`src/hdl/dda_pkg.sv`:
```
// Shared types and constants of the DDA line rasterizer.
`default_nettype none

package dda_pkg;

	localparam int COORD_BITS_DEF = 12;
	localparam int FRAC_BITS_DEF  = 16;
	localparam int COLOR_W        = 24;

	localparam logic [COLOR_W-1:0] COLOR_RESET = 24'hFF_FF_FF;

	localparam logic OP_START   = 1'b0;
	localparam logic OP_ADVANCE = 1'b1;

	typedef enum logic [2:0] {
		ST_IDLE,
		ST_PREP,
		ST_DIV_X,
		ST_DIV_Y,
		ST_EMIT
	} dda_state_t;

	typedef struct packed {
		logic load_start;
		logic load_adv;
		logic div_go;
		logic div_sel_y;
		logic cap_x;
		logic cap_y;
		logic arm_line;
		logic zero_line;
		logic emit;
	} dda_cmd_t;

	typedef struct packed {
		logic line_active;
		logic steps_zero;
		logic div_done;
		logic out_free;
	} dda_stat_t;

endpackage

`default_nettype wire

```
`src/hdl/dda_line_rasterizer.sv`:
```
// DDA line rasterizer top level: controller, datapath and their command/status link.
// Input beats on s_axis: tuser is the op (start a line or advance one pixel),
// tdata carries x_start, y_start, x_end, y_end. A start beat emits the start
// pixel; each advance beat emits the next pixel; an advance with no line
// in progress is consumed with no output beat.
// Output beats on m_axis: tdata carries pixel_x, pixel_y, pixel_color;
// tlast marks the end point of the line.
// cfg_wr_en/cfg_wr_data write the 24-bit line color; write only while idle.
// Advance: accepted, then the pixel is loaded into the output register in
// the emit step, once that register is free.
// Start: the accept step, a setup step, then one shared restoring divider
// runs twice, FRAC_BITS+1 quotient bits each, for the x and y increments,
// then the emit step. A zero-length line skips the divides.
// One beat is in work at a time; s_axis_tready is high only when idle.
// A stalled receiver holds the output register and the block waits in its
// emit step. Reset clears the line state, drops any pending output beat and
// sets the line color to white.
`default_nettype none

module dda_line_rasterizer import dda_pkg::*; #(
	parameter int COORD_BITS = COORD_BITS_DEF,
	parameter int FRAC_BITS  = FRAC_BITS_DEF
) (
	input  wire logic                                  clk,
	input  wire logic                                  arst_n,
	input  wire logic                                  cfg_wr_en,
	input  wire logic [COLOR_W-1:0]                    cfg_wr_data,
	input  wire logic                                  s_axis_tvalid,
	output logic                                       s_axis_tready,
	// x_start, y_start, x_end, y_end
	input  wire logic [((4*COORD_BITS+7)/8)*8-1:0]     s_axis_tdata,
	// op
	input  wire logic                                  s_axis_tuser,
	output logic                                       m_axis_tvalid,
	input  wire logic                                  m_axis_tready,
	// pixel_x, pixel_y, pixel_color
	output logic [((2*COORD_BITS+COLOR_W+7)/8)*8-1:0]  m_axis_tdata,
	output logic                                       m_axis_tlast
);

	dda_cmd_t  cmd;
	dda_stat_t stat;

	dda_ctrl u_ctrl (
		.clk      (clk),
		.arst_n   (arst_n),
		.in_valid (s_axis_tvalid),
		.in_op    (s_axis_tuser),
		.in_ready (s_axis_tready),
		.stat     (stat),
		.cmd      (cmd)
	);

	dda_dp #(
		.COORD_BITS (COORD_BITS),
		.FRAC_BITS  (FRAC_BITS)
	) u_dp (
		.clk           (clk),
		.arst_n        (arst_n),
		.cfg_wr_en     (cfg_wr_en),
		.cfg_wr_data   (cfg_wr_data),
		.in_data       (s_axis_tdata),
		.cmd           (cmd),
		.stat          (stat),
		.m_axis_tvalid (m_axis_tvalid),
		.m_axis_tready (m_axis_tready),
		.m_axis_tdata  (m_axis_tdata),
		.m_axis_tlast  (m_axis_tlast)
	);

endmodule

`default_nettype wire

```
`src/hdl/dda_div.sv`:
```
// Restoring divider, one quotient bit per cycle, for the per-step increments.
`default_nettype none

module dda_div import dda_pkg::*; #(
	parameter int NUM_W = COORD_BITS_DEF + FRAC_BITS_DEF + 1,
	parameter int DEN_W = COORD_BITS_DEF,
	parameter int Q_W   = FRAC_BITS_DEF + 1
) (
	input  wire logic             clk,
	input  wire logic             arst_n,
	input  wire logic             start,
	input  wire logic [NUM_W-1:0] num,
	input  wire logic [DEN_W-1:0] den,
	output logic      [Q_W-1:0]   quo,
	output logic                  done
);

	localparam int CNT_W = $clog2(Q_W + 1);

	logic [DEN_W-1:0] rem_q;
	logic [DEN_W-1:0] den_q;
	logic [Q_W-1:0]   quo_q;
	logic [CNT_W-1:0] cnt_q;
	logic             busy_q;
	logic             done_q;

	logic [DEN_W:0]   part;
	logic [DEN_W+1:0] diff;
	logic             fits;

	always_comb begin
		part = {rem_q, quo_q[Q_W-1]};
		diff = {1'b0, part} - {2'b00, den_q};
		fits = ~diff[DEN_W+1];
	end

	always_ff @(posedge clk or negedge arst_n) begin
		if (!arst_n) begin
			busy_q <= 1'b0;
			done_q <= 1'b0;
			cnt_q  <= '0;
		end else begin
			done_q <= 1'b0;
			if (start && !busy_q) begin
				busy_q <= 1'b1;
				cnt_q  <= CNT_W'(Q_W);
			end else if (busy_q) begin
				cnt_q <= cnt_q - {{(CNT_W-1){1'b0}}, 1'b1};
				if (cnt_q == {{(CNT_W-1){1'b0}}, 1'b1}) begin
					busy_q <= 1'b0;
					done_q <= 1'b1;
				end
			end
		end
	end

	always_ff @(posedge clk) begin
		if (start && !busy_q) begin
			rem_q <= DEN_W'(num >> Q_W);
			quo_q <= num[Q_W-1:0];
			den_q <= den;
		end else if (busy_q) begin
			rem_q <= fits ? diff[DEN_W-1:0] : part[DEN_W-1:0];
			quo_q <= {quo_q[Q_W-2:0], fits};
		end
	end

	assign quo  = quo_q;
	assign done = done_q;

endmodule

`default_nettype wire

```
`src/hdl/dda_dp.sv`:
```
// Datapath: endpoints, position and increment registers, pixel rounding, output beat.
`default_nettype none

module dda_dp import dda_pkg::*; #(
	parameter int COORD_BITS = COORD_BITS_DEF,
	parameter int FRAC_BITS  = FRAC_BITS_DEF
) (
	input  wire logic                                      clk,
	input  wire logic                                      arst_n,
	input  wire logic                                      cfg_wr_en,
	input  wire logic [COLOR_W-1:0]                        cfg_wr_data,
	input  wire logic [((4*COORD_BITS+7)/8)*8-1:0]         in_data,
	input  wire dda_cmd_t                                  cmd,
	output dda_stat_t                                      stat,
	output logic                                           m_axis_tvalid,
	input  wire logic                                      m_axis_tready,
	output logic [((2*COORD_BITS+COLOR_W+7)/8)*8-1:0]      m_axis_tdata,
	output logic                                           m_axis_tlast
);

	localparam int CB     = COORD_BITS;
	localparam int FB     = FRAC_BITS;
	localparam int POS_W  = CB + FB + 1;
	localparam int Q_W    = FB + 1;
	localparam int STEP_W = FB + 2;
	localparam int NUM_W  = CB + FB + 1;
	localparam int PIX_W  = POS_W + 1 - FB;

	logic [COLOR_W-1:0] line_color_q;

	logic [POS_W-1:0]  pos_x_q, pos_y_q;
	logic [STEP_W-1:0] step_x_q, step_y_q;
	logic [CB-1:0]     ax_q, ay_q, steps_q, steps_left_q;
	logic              sx_q, sy_q;
	logic              active_q;
	logic              last_q;

	logic [CB-1:0]      px_q, py_q;
	logic [COLOR_W-1:0] color_q;
	logic               tlast_q;
	logic               tvalid_q;

	logic [CB-1:0]     xs, ys, xe, ye;
	logic [CB:0]       dx, dy;
	logic [CB-1:0]     ax, ay;
	logic [NUM_W-1:0]  div_num;
	logic [Q_W-1:0]    div_quo;
	logic              div_done;
	logic [STEP_W-1:0] quo_s, quo_neg;
	logic              out_free;
	logic              last_adv;

	function automatic logic [CB-1:0] to_pix(input logic [POS_W-1:0] pos);
		logic [POS_W:0]   r;
		logic [PIX_W-1:0] p;
		logic [CB-1:0]    res;
		r = {pos[POS_W-1], pos} + {{(POS_W+1-FB){1'b0}}, 1'b1, {(FB-1){1'b0}}};
		p = r[POS_W:FB];
		if (r[POS_W]) begin
			res = '0;
		end else if (p[CB]) begin
			res = '1;
		end else begin
			res = p[CB-1:0];
		end
		return res;
	endfunction

	always_comb begin
		xs = in_data[CB-1:0];
		ys = in_data[2*CB-1:CB];
		xe = in_data[3*CB-1:2*CB];
		ye = in_data[4*CB-1:3*CB];
		dx = {1'b0, xe} - {1'b0, xs};
		dy = {1'b0, ye} - {1'b0, ys};
		ax = dx[CB] ? CB'(-dx) : dx[CB-1:0];
		ay = dy[CB] ? CB'(-dy) : dy[CB-1:0];
		div_num = {1'b0, (cmd.div_sel_y ? ay_q : ax_q), {FB{1'b0}}}
			+ NUM_W'(steps_q >> 1);
		quo_s   = {1'b0, div_quo};
		quo_neg = -quo_s;
		out_free = ~tvalid_q | m_axis_tready;
		last_adv = (steps_left_q == {{(CB-1){1'b0}}, 1'b1});
	end

	dda_div #(
		.NUM_W (NUM_W),
		.DEN_W (CB),
		.Q_W   (Q_W)
	) u_div (
		.clk    (clk),
		.arst_n (arst_n),
		.start  (cmd.div_go),
		.num    (div_num),
		.den    (steps_q),
		.quo    (div_quo),
		.done   (div_done)
	);

	always_ff @(posedge clk or negedge arst_n) begin
		if (!arst_n) begin
			line_color_q <= COLOR_RESET;
			active_q     <= 1'b0;
			steps_left_q <= '0;
			tvalid_q     <= 1'b0;
		end else begin
			if (cfg_wr_en) begin
				line_color_q <= cfg_wr_data;
			end
			if (cmd.load_start || cmd.zero_line) begin
				active_q     <= 1'b0;
				steps_left_q <= '0;
			end else if (cmd.arm_line) begin
				active_q     <= 1'b1;
				steps_left_q <= steps_q;
			end else if (cmd.load_adv) begin
				steps_left_q <= steps_left_q - {{(CB-1){1'b0}}, 1'b1};
				if (last_adv) begin
					active_q <= 1'b0;
				end
			end
			if (cmd.emit) begin
				tvalid_q <= 1'b1;
			end else if (m_axis_tready) begin
				tvalid_q <= 1'b0;
			end
		end
	end

	always_ff @(posedge clk) begin
		if (cmd.load_start) begin
			pos_x_q <= {1'b0, xs, {FB{1'b0}}};
			pos_y_q <= {1'b0, ys, {FB{1'b0}}};
			ax_q    <= ax;
			ay_q    <= ay;
			sx_q    <= dx[CB];
			sy_q    <= dy[CB];
			steps_q <= (ax > ay) ? ax : ay;
		end else if (cmd.load_adv) begin
			pos_x_q <= pos_x_q + {{(POS_W-STEP_W){step_x_q[STEP_W-1]}}, step_x_q};
			pos_y_q <= pos_y_q + {{(POS_W-STEP_W){step_y_q[STEP_W-1]}}, step_y_q};
			last_q  <= last_adv;
		end
		if (cmd.zero_line) begin
			step_x_q <= '0;
			step_y_q <= '0;
			last_q   <= 1'b1;
		end else begin
			if (cmd.cap_x) begin
				step_x_q <= sx_q ? quo_neg : quo_s;
			end
			if (cmd.cap_y) begin
				step_y_q <= sy_q ? quo_neg : quo_s;
			end
			if (cmd.arm_line) begin
				last_q <= 1'b0;
			end
		end
		if (cmd.emit) begin
			px_q    <= to_pix(pos_x_q);
			py_q    <= to_pix(pos_y_q);
			color_q <= line_color_q;
			tlast_q <= last_q;
		end
	end

	always_comb begin
		m_axis_tdata = '0;
		m_axis_tdata[CB-1:0]               = px_q;
		m_axis_tdata[2*CB-1:CB]            = py_q;
		m_axis_tdata[2*CB+COLOR_W-1:2*CB]  = color_q;
	end

	assign m_axis_tvalid = tvalid_q;
	assign m_axis_tlast  = tlast_q;

	assign stat.line_active = active_q;
	assign stat.steps_zero  = (steps_q == '0);
	assign stat.div_done    = div_done;
	assign stat.out_free    = out_free;

endmodule

`default_nettype wire

```
`src/hdl/dda_ctrl.sv`:
```
// Controller state machine sequencing line setup, divides, advances and output beats.
`default_nettype none

module dda_ctrl import dda_pkg::*; (
	input  wire logic      clk,
	input  wire logic      arst_n,
	input  wire logic      in_valid,
	input  wire logic      in_op,
	output logic           in_ready,
	input  wire dda_stat_t stat,
	output dda_cmd_t       cmd
);

	dda_state_t state_q, state_d;

	always_ff @(posedge clk or negedge arst_n) begin
		if (!arst_n) begin
			state_q <= ST_IDLE;
		end else begin
			state_q <= state_d;
		end
	end

	always_comb begin
		state_d  = state_q;
		cmd      = '0;
		in_ready = 1'b0;
		unique case (state_q)
			ST_IDLE: begin
				in_ready = 1'b1;
				if (in_valid) begin
					if (in_op == OP_START) begin
						cmd.load_start = 1'b1;
						state_d        = ST_PREP;
					end else if (in_op == OP_ADVANCE && stat.line_active) begin
						cmd.load_adv = 1'b1;
						state_d      = ST_EMIT;
					end
				end
			end
			ST_PREP: begin
				if (stat.steps_zero) begin
					cmd.zero_line = 1'b1;
					state_d       = ST_EMIT;
				end else begin
					cmd.div_go = 1'b1;
					state_d    = ST_DIV_X;
				end
			end
			ST_DIV_X: begin
				if (stat.div_done) begin
					cmd.cap_x     = 1'b1;
					cmd.div_go    = 1'b1;
					cmd.div_sel_y = 1'b1;
					state_d       = ST_DIV_Y;
				end
			end
			ST_DIV_Y: begin
				if (stat.div_done) begin
					cmd.cap_y    = 1'b1;
					cmd.arm_line = 1'b1;
					state_d      = ST_EMIT;
				end
			end
			ST_EMIT: begin
				if (stat.out_free) begin
					cmd.emit = 1'b1;
					state_d  = ST_IDLE;
				end
			end
			default: begin
				state_d = ST_IDLE;
			end
		endcase
	end

endmodule

`default_nettype wire
```
`config.mk`:
```
export PLATFORM = sky130hd
export DESIGN_NAME = dda_line_rasterizer
export DESIGN_NICKNAME = d
export VERILOG_FILES = /design/src/hdl/dda_pkg.sv /design/src/hdl/dda_line_rasterizer.sv /design/src/hdl/dda_div.sv /design/src/hdl/dda_dp.sv /design/src/hdl/dda_ctrl.sv
export SDC_FILE = /design/constraint.sdc
export NUM_CORES = 1
export LEC_CHECK = 0
export BUFFER_PORTS_ARGS = -buffer_cell sky130_fd_sc_hd__buf_2
export CAP_MARGIN = 10
export CORE_MARGIN = 4
export CORE_UTILIZATION = 50
export CTS_CLUSTER_DIAMETER = 150
export DETAILED_ROUTE_END_ITERATION = 8
export GPL_TIMING_DRIVEN = 0
export PLACE_DENSITY = 0.72
export SLEW_MARGIN = 20
export SYNTH_ARGS = -nofsm -noshare
export SYNTH_HDL_FRONTEND = slang
export SYNTH_HIERARCHICAL = 1
export SYNTH_SLANG_ARGS = --single-unit
```
`constraint.sdc`:
```
create_clock -name clk -period 13.2 [get_ports clk]
set_clock_uncertainty 0.05 [all_clocks]
set_input_delay 2.64 -clock clk [delete_from_list [all_inputs] [get_ports clk]]
set_output_delay 2.64 -clock clk [all_outputs]
set_load 0.02 [all_outputs]
```
==> metrics.log <==
[metrics] adder-cell share of the synthesized area: 9.11%
[metrics] synthesized netlist cell count: 1708
[metrics] sort of element at the start of the critical path: input pin
[metrics] register area: 7220 µm²
[metrics] detailed-routing iteration count for the pre-antenna-repair pass: 5
[metrics] number of remaining DRC errors: 0
[metrics] final cycle utilization of the critical path: 57.9%
[metrics] total global routing overflow: 0
[metrics] TritonCTS clock tree: built
[metrics] insertion delay to the later sink of the worst-skew pair: 560 ps
[metrics] number of gates resized after cts: 0
[metrics] worst slew pin tran: 1070 ps
[metrics] Worst Path Class, Setup: input pin to flip-flop
[metrics] data required time of the worst path: 13410 ps
[metrics] data arrival time of the critical path: 7850 ps
[metrics] setup total negative slack: 0 ps
[metrics] root buf cell: sky130_fd_sc_hd__clkbuf_16
[metrics] wire length of the first global-routing pass: 66000 µm
[metrics] Unique masters post-synth: 80
[metrics] Netlist Area Pre-Place: 16600 µm²
[metrics] post-synthesis area per instance: 9.73 µm²
[metrics] pin count of the biggest net entering global routing: 49
[metrics] initial standard-cell utilization of the core: 50.8%
[metrics] Antenna Nets Post-Route: 0
[metrics] complex-gate fraction of the synthesized area: 16.2%
[metrics] die boundary width: 190 µm
[metrics] total routed wirelength: 41100 µm
[metrics] Area growth, synth to finish: 13.7%
[metrics] largest fanout on the critical path: 10
[metrics] num rows: 66
[metrics] most common flop cell mapped by yosys: sky130_fd_sc_hd__edfxtp_1
[metrics] placeable core area: 32700 µm²
[metrics] number of post-CTS setup repair buffers: 0
[metrics] average detailed-routed wire length per instance: 17.5 µm
[metrics] average via count per standard cell: 5.63
[metrics] final slew viol count: 0
[metrics] via count: 13189
[metrics] post-CTS clock slew at the launch and capture registers of the worst setup and hold paths: 60 ps
[metrics] worst-case clock buffer depth: 3
[metrics] number of buffers added by the clock tree synthesis step: 30
[metrics] count of endpoints failing setup in the final report: 0
[metrics] post-synthesis mux area share: 4.89%
[metrics] relative slew slack: 28.9%
[metrics] number of antenna violations at the first check in global routing: 0
[metrics] Final HPWL DP: 31300 µm
[metrics] xor/xnor share of the synthesized area: 7.43%
[metrics] DIE AREA: 36200 µm²
[metrics] worst-case vdd ir drop: 0.0000999 V
[metrics] via count of the first global-routing pass: 13048
[metrics] Die Y-Extent: 190 µm
[metrics] HP Class: flip-flop to flip-flop
[metrics] count of maximum capacitance violations: 0
[metrics] Post-synth EDFFs: 152
[metrics] Power Dens Cells: 193 nW/µm²
[metrics] sequential-to-total area share from yosys stat: 43.4%
[metrics] Clock H-tree levels: 1
[metrics] overall power of the completed layout: 3.66 mW
[metrics] final hold viol count: 0
[metrics] top-level port count: 129
[metrics] antenna fix cells: 0
[metrics] multi-input gate area in the final layout: 8730 µm²
[metrics] category of the worst setup path capture point: flip-flop
[metrics] Synth async-reset ratio: 17.7%
[metrics] Routability Congestion: 0.911
[metrics] run status: finished clean
[metrics] Leak Pwr: 8.09 nW
[metrics] layout cells sized above 1: 14.9%
[metrics] post-synthesis register bit count: 271
[metrics] clk sinks: 271
[metrics] min Tclk post-route: 7640 ps
[metrics] combinational family with the most area after synthesis: compound AO/OA/AOI/OAI gates
[metrics] number of hold buffers added after CTS: 0
[metrics] GRT Total Usage: 22.2%
[metrics] post-synthesis simple-gate area fraction: 14.7%
[metrics] count of warnings emitted by yosys: 6
[metrics] filler cell count in the final layout: 2854
[metrics] Nets: 2074
[metrics] port buffer count: 127
[metrics] peak clock frequency supported by timing: 131 MHz
[metrics] setup repair after global routing missed its margin: false
[metrics] Iter 0 DRT Violations: 827
==> Yosys cell counts, types with 13 or more instances <==
| cell type | n | share of area [%] |
|---|---|---|
| sky130_fd_sc_hd__xor2_1 | 75 | 4.0 |
| sky130_fd_sc_hd__o21a_1 | 13 | 0.59 |
| sky130_fd_sc_hd__nor3_1 | 28 | 0.84 |
| sky130_fd_sc_hd__mux2i_1 | 37 | 2.2 |
| sky130_fd_sc_hd__nand2b_1 | 24 | 0.90 |
| sky130_fd_sc_hd__a31oi_1 | 13 | 0.49 |
| sky130_fd_sc_hd__nand2_1 | 159 | 3.6 |
| sky130_fd_sc_hd__nand3_1 | 31 | 0.93 |
| sky130_fd_sc_hd__a22o_1 | 22 | 1.2 |
| sky130_fd_sc_hd__and3_1 | 13 | 0.49 |
| sky130_fd_sc_hd__inv_1 | 109 | 2.5 |
| sky130_fd_sc_hd__a21oi_1 | 125 | 3.8 |
| sky130_fd_sc_hd__dfstp_2 | 24 | 3.8 |
| sky130_fd_sc_hd__dfxtp_1 | 71 | 8.5 |
| sky130_fd_sc_hd__o21ai_0 | 74 | 2.2 |
| sky130_fd_sc_hd__mux2_2 | 38 | 2.6 |
| sky130_fd_sc_hd__a21o_1 | 39 | 1.8 |
| sky130_fd_sc_hd__dfrtp_1 | 24 | 3.6 |
| sky130_fd_sc_hd__or3_1 | 18 | 0.68 |
| sky130_fd_sc_hd__a211oi_1 | 43 | 1.9 |
| sky130_fd_sc_hd__xnor2_1 | 66 | 3.5 |
| sky130_fd_sc_hd__nor2b_1 | 23 | 0.87 |
| sky130_fd_sc_hd__clkbuf_1 | 47 | 1.1 |
| sky130_fd_sc_hd__ha_1 | 113 | 8.5 |
| sky130_fd_sc_hd__edfxtp_1 | 152 | 27 |
| sky130_fd_sc_hd__nor2_1 | 151 | 3.4 |
==> flip-flops by register name, indices dropped and copies added (netlist names), 3 cells and up <==
name,count
u_dp/ax_q,12
u_dp/pos_y_q,29
u_dp/u_div/rem_q,12
u_dp/steps_q,12
u_dp/line_color_q,24
u_dp/step_x_q,18
u_dp/u_div/quo,17
u_dp/u_div/den_q,12
u_dp/steps_left_q,12
u_dp/py_q,12
u_dp/pos_x_q,29
u_dp/color_q,24
u_dp/px_q,12
u_dp/ay_q,12
u_dp/u_div/cnt_q,5
u_ctrl/state_q,3
u_dp/step_y_q,18
==> worst max-delay path, cell delays in order <==
cell	delay, ps
sky130_fd_sc_hd__buf_2	110
sky130_fd_sc_hd__inv_1	80
sky130_fd_sc_hd__ha_1	370
sky130_fd_sc_hd__nor2b_1	170
sky130_fd_sc_hd__o31a_1	270
sky130_fd_sc_hd__o41ai_1	610
sky130_fd_sc_hd__o21ai_0	260
sky130_fd_sc_hd__a21o_1	220
sky130_fd_sc_hd__a21oi_1	310
sky130_fd_sc_hd__clkbuf_1	370
sky130_fd_sc_hd__nand2_1	120
sky130_fd_sc_hd__xor2_1	340
sky130_fd_sc_hd__ha_1	320
sky130_fd_sc_hd__a21o_1	180
sky130_fd_sc_hd__a21oi_1	180
sky130_fd_sc_hd__nor2_1	50
sky130_fd_sc_hd__a2111oi_0	440
sky130_fd_sc_hd__nor2_1	230
sky130_fd_sc_hd__clkbuf_1	340
sky130_fd_sc_hd__mux2i_1	230
==> power breakdown <==
group          total, mW  switching, mW  internal (mW)
logic               1.48          0.848          0.630
registers           1.33          0.174           1.15
clock network      0.850          0.346          0.504
total               3.66           1.37           2.29
==> layout make-up <==
class	count	share of cell area [%]
buffer	64	1.48
clock buffer	37	4.16
clock inverter	19	1.18
inverter	112	2.22
multi-input combinational	1266	46.2
sequential	271	38.2
tap	442	2.92
timing repair buffer	133	3.68
==> cells in the final DEF (no fill, tap or decap), drive strengths merged, types with 15 or more instances in the layout <==
cell      n
a211oi   44
a21o     39
a21oi   127
a22o     22
buf     150
clkbuf   84
clkinv   15
dfrtp    24
dfstp    24
dfxtp    71
edfxtp  152
ha      113
inv     110
mux2     39
mux2i    37
nand2   159
nand2b   24
nand3    31
nor2    151
nor2b    23
nor3     29
o21ai    77
or3      22
xnor2    66
xor2     75
==> path summary, 6_finish.rpt <==
kind | from | to | slack, ps | cells past startpoint
setup reg to reg | u_dp/u_div/quo[0] | u_dp/step_y_q[15] | 9770 | 9
max in group asynchronous | arst_n | u_dp/steps_left_q[0] | 10620 | 1
hold reg to reg | u_dp/last_q | u_dp/m_axis_tlast | 400 | 0
min in group asynchronous | arst_n | u_dp/m_axis_tvalid | 2060 | 1
setup / recovery | s_axis_tdata[14] | u_dp/steps_q[9] | 5560 | 20
hold / removal | u_dp/last_q | u_dp/m_axis_tlast | 400 | 0
==> metrics by stage <==
stage	std cells	hold WS (ps)	cell area [µm²]	util (%)	setup WS, ps
floorplan	1713	358	16600	-	6210
global placement	2282	371	17800	54.5	4500
detailed placement	2288	383	17900	54.7	5110
CTS	2344	398	18900	57.8	5630
global route	2344	419	18900	57.8	5000
finish	2344	401	18900	57.8	5560
==> kinds of logic (layout without fill, tap and decap cells) <==
kind of cell | Yosys count | after routing
xor+xnor | 141 | 141
flops | 271 | 271
simple gates | 513 | 513
compound gates | 412 | 412
other cells | 1 | 6
fa+ha+maj | 118 | 118
buf+inv | 176 | 365
mux | 76 | 76
==> layer usage <==
metal / global-route usage, % / routed length, µm / vias up
met5: 0 / 0 / -
met4: 6.13 / 1000 / 0
met3: 2.51 / 2080 / 63
met2: 39.1 / 20300 / 356
met1: 29.0 / 17700 / 6285
li1: - / - / 6485
Power figures use the tool's default switching activity.
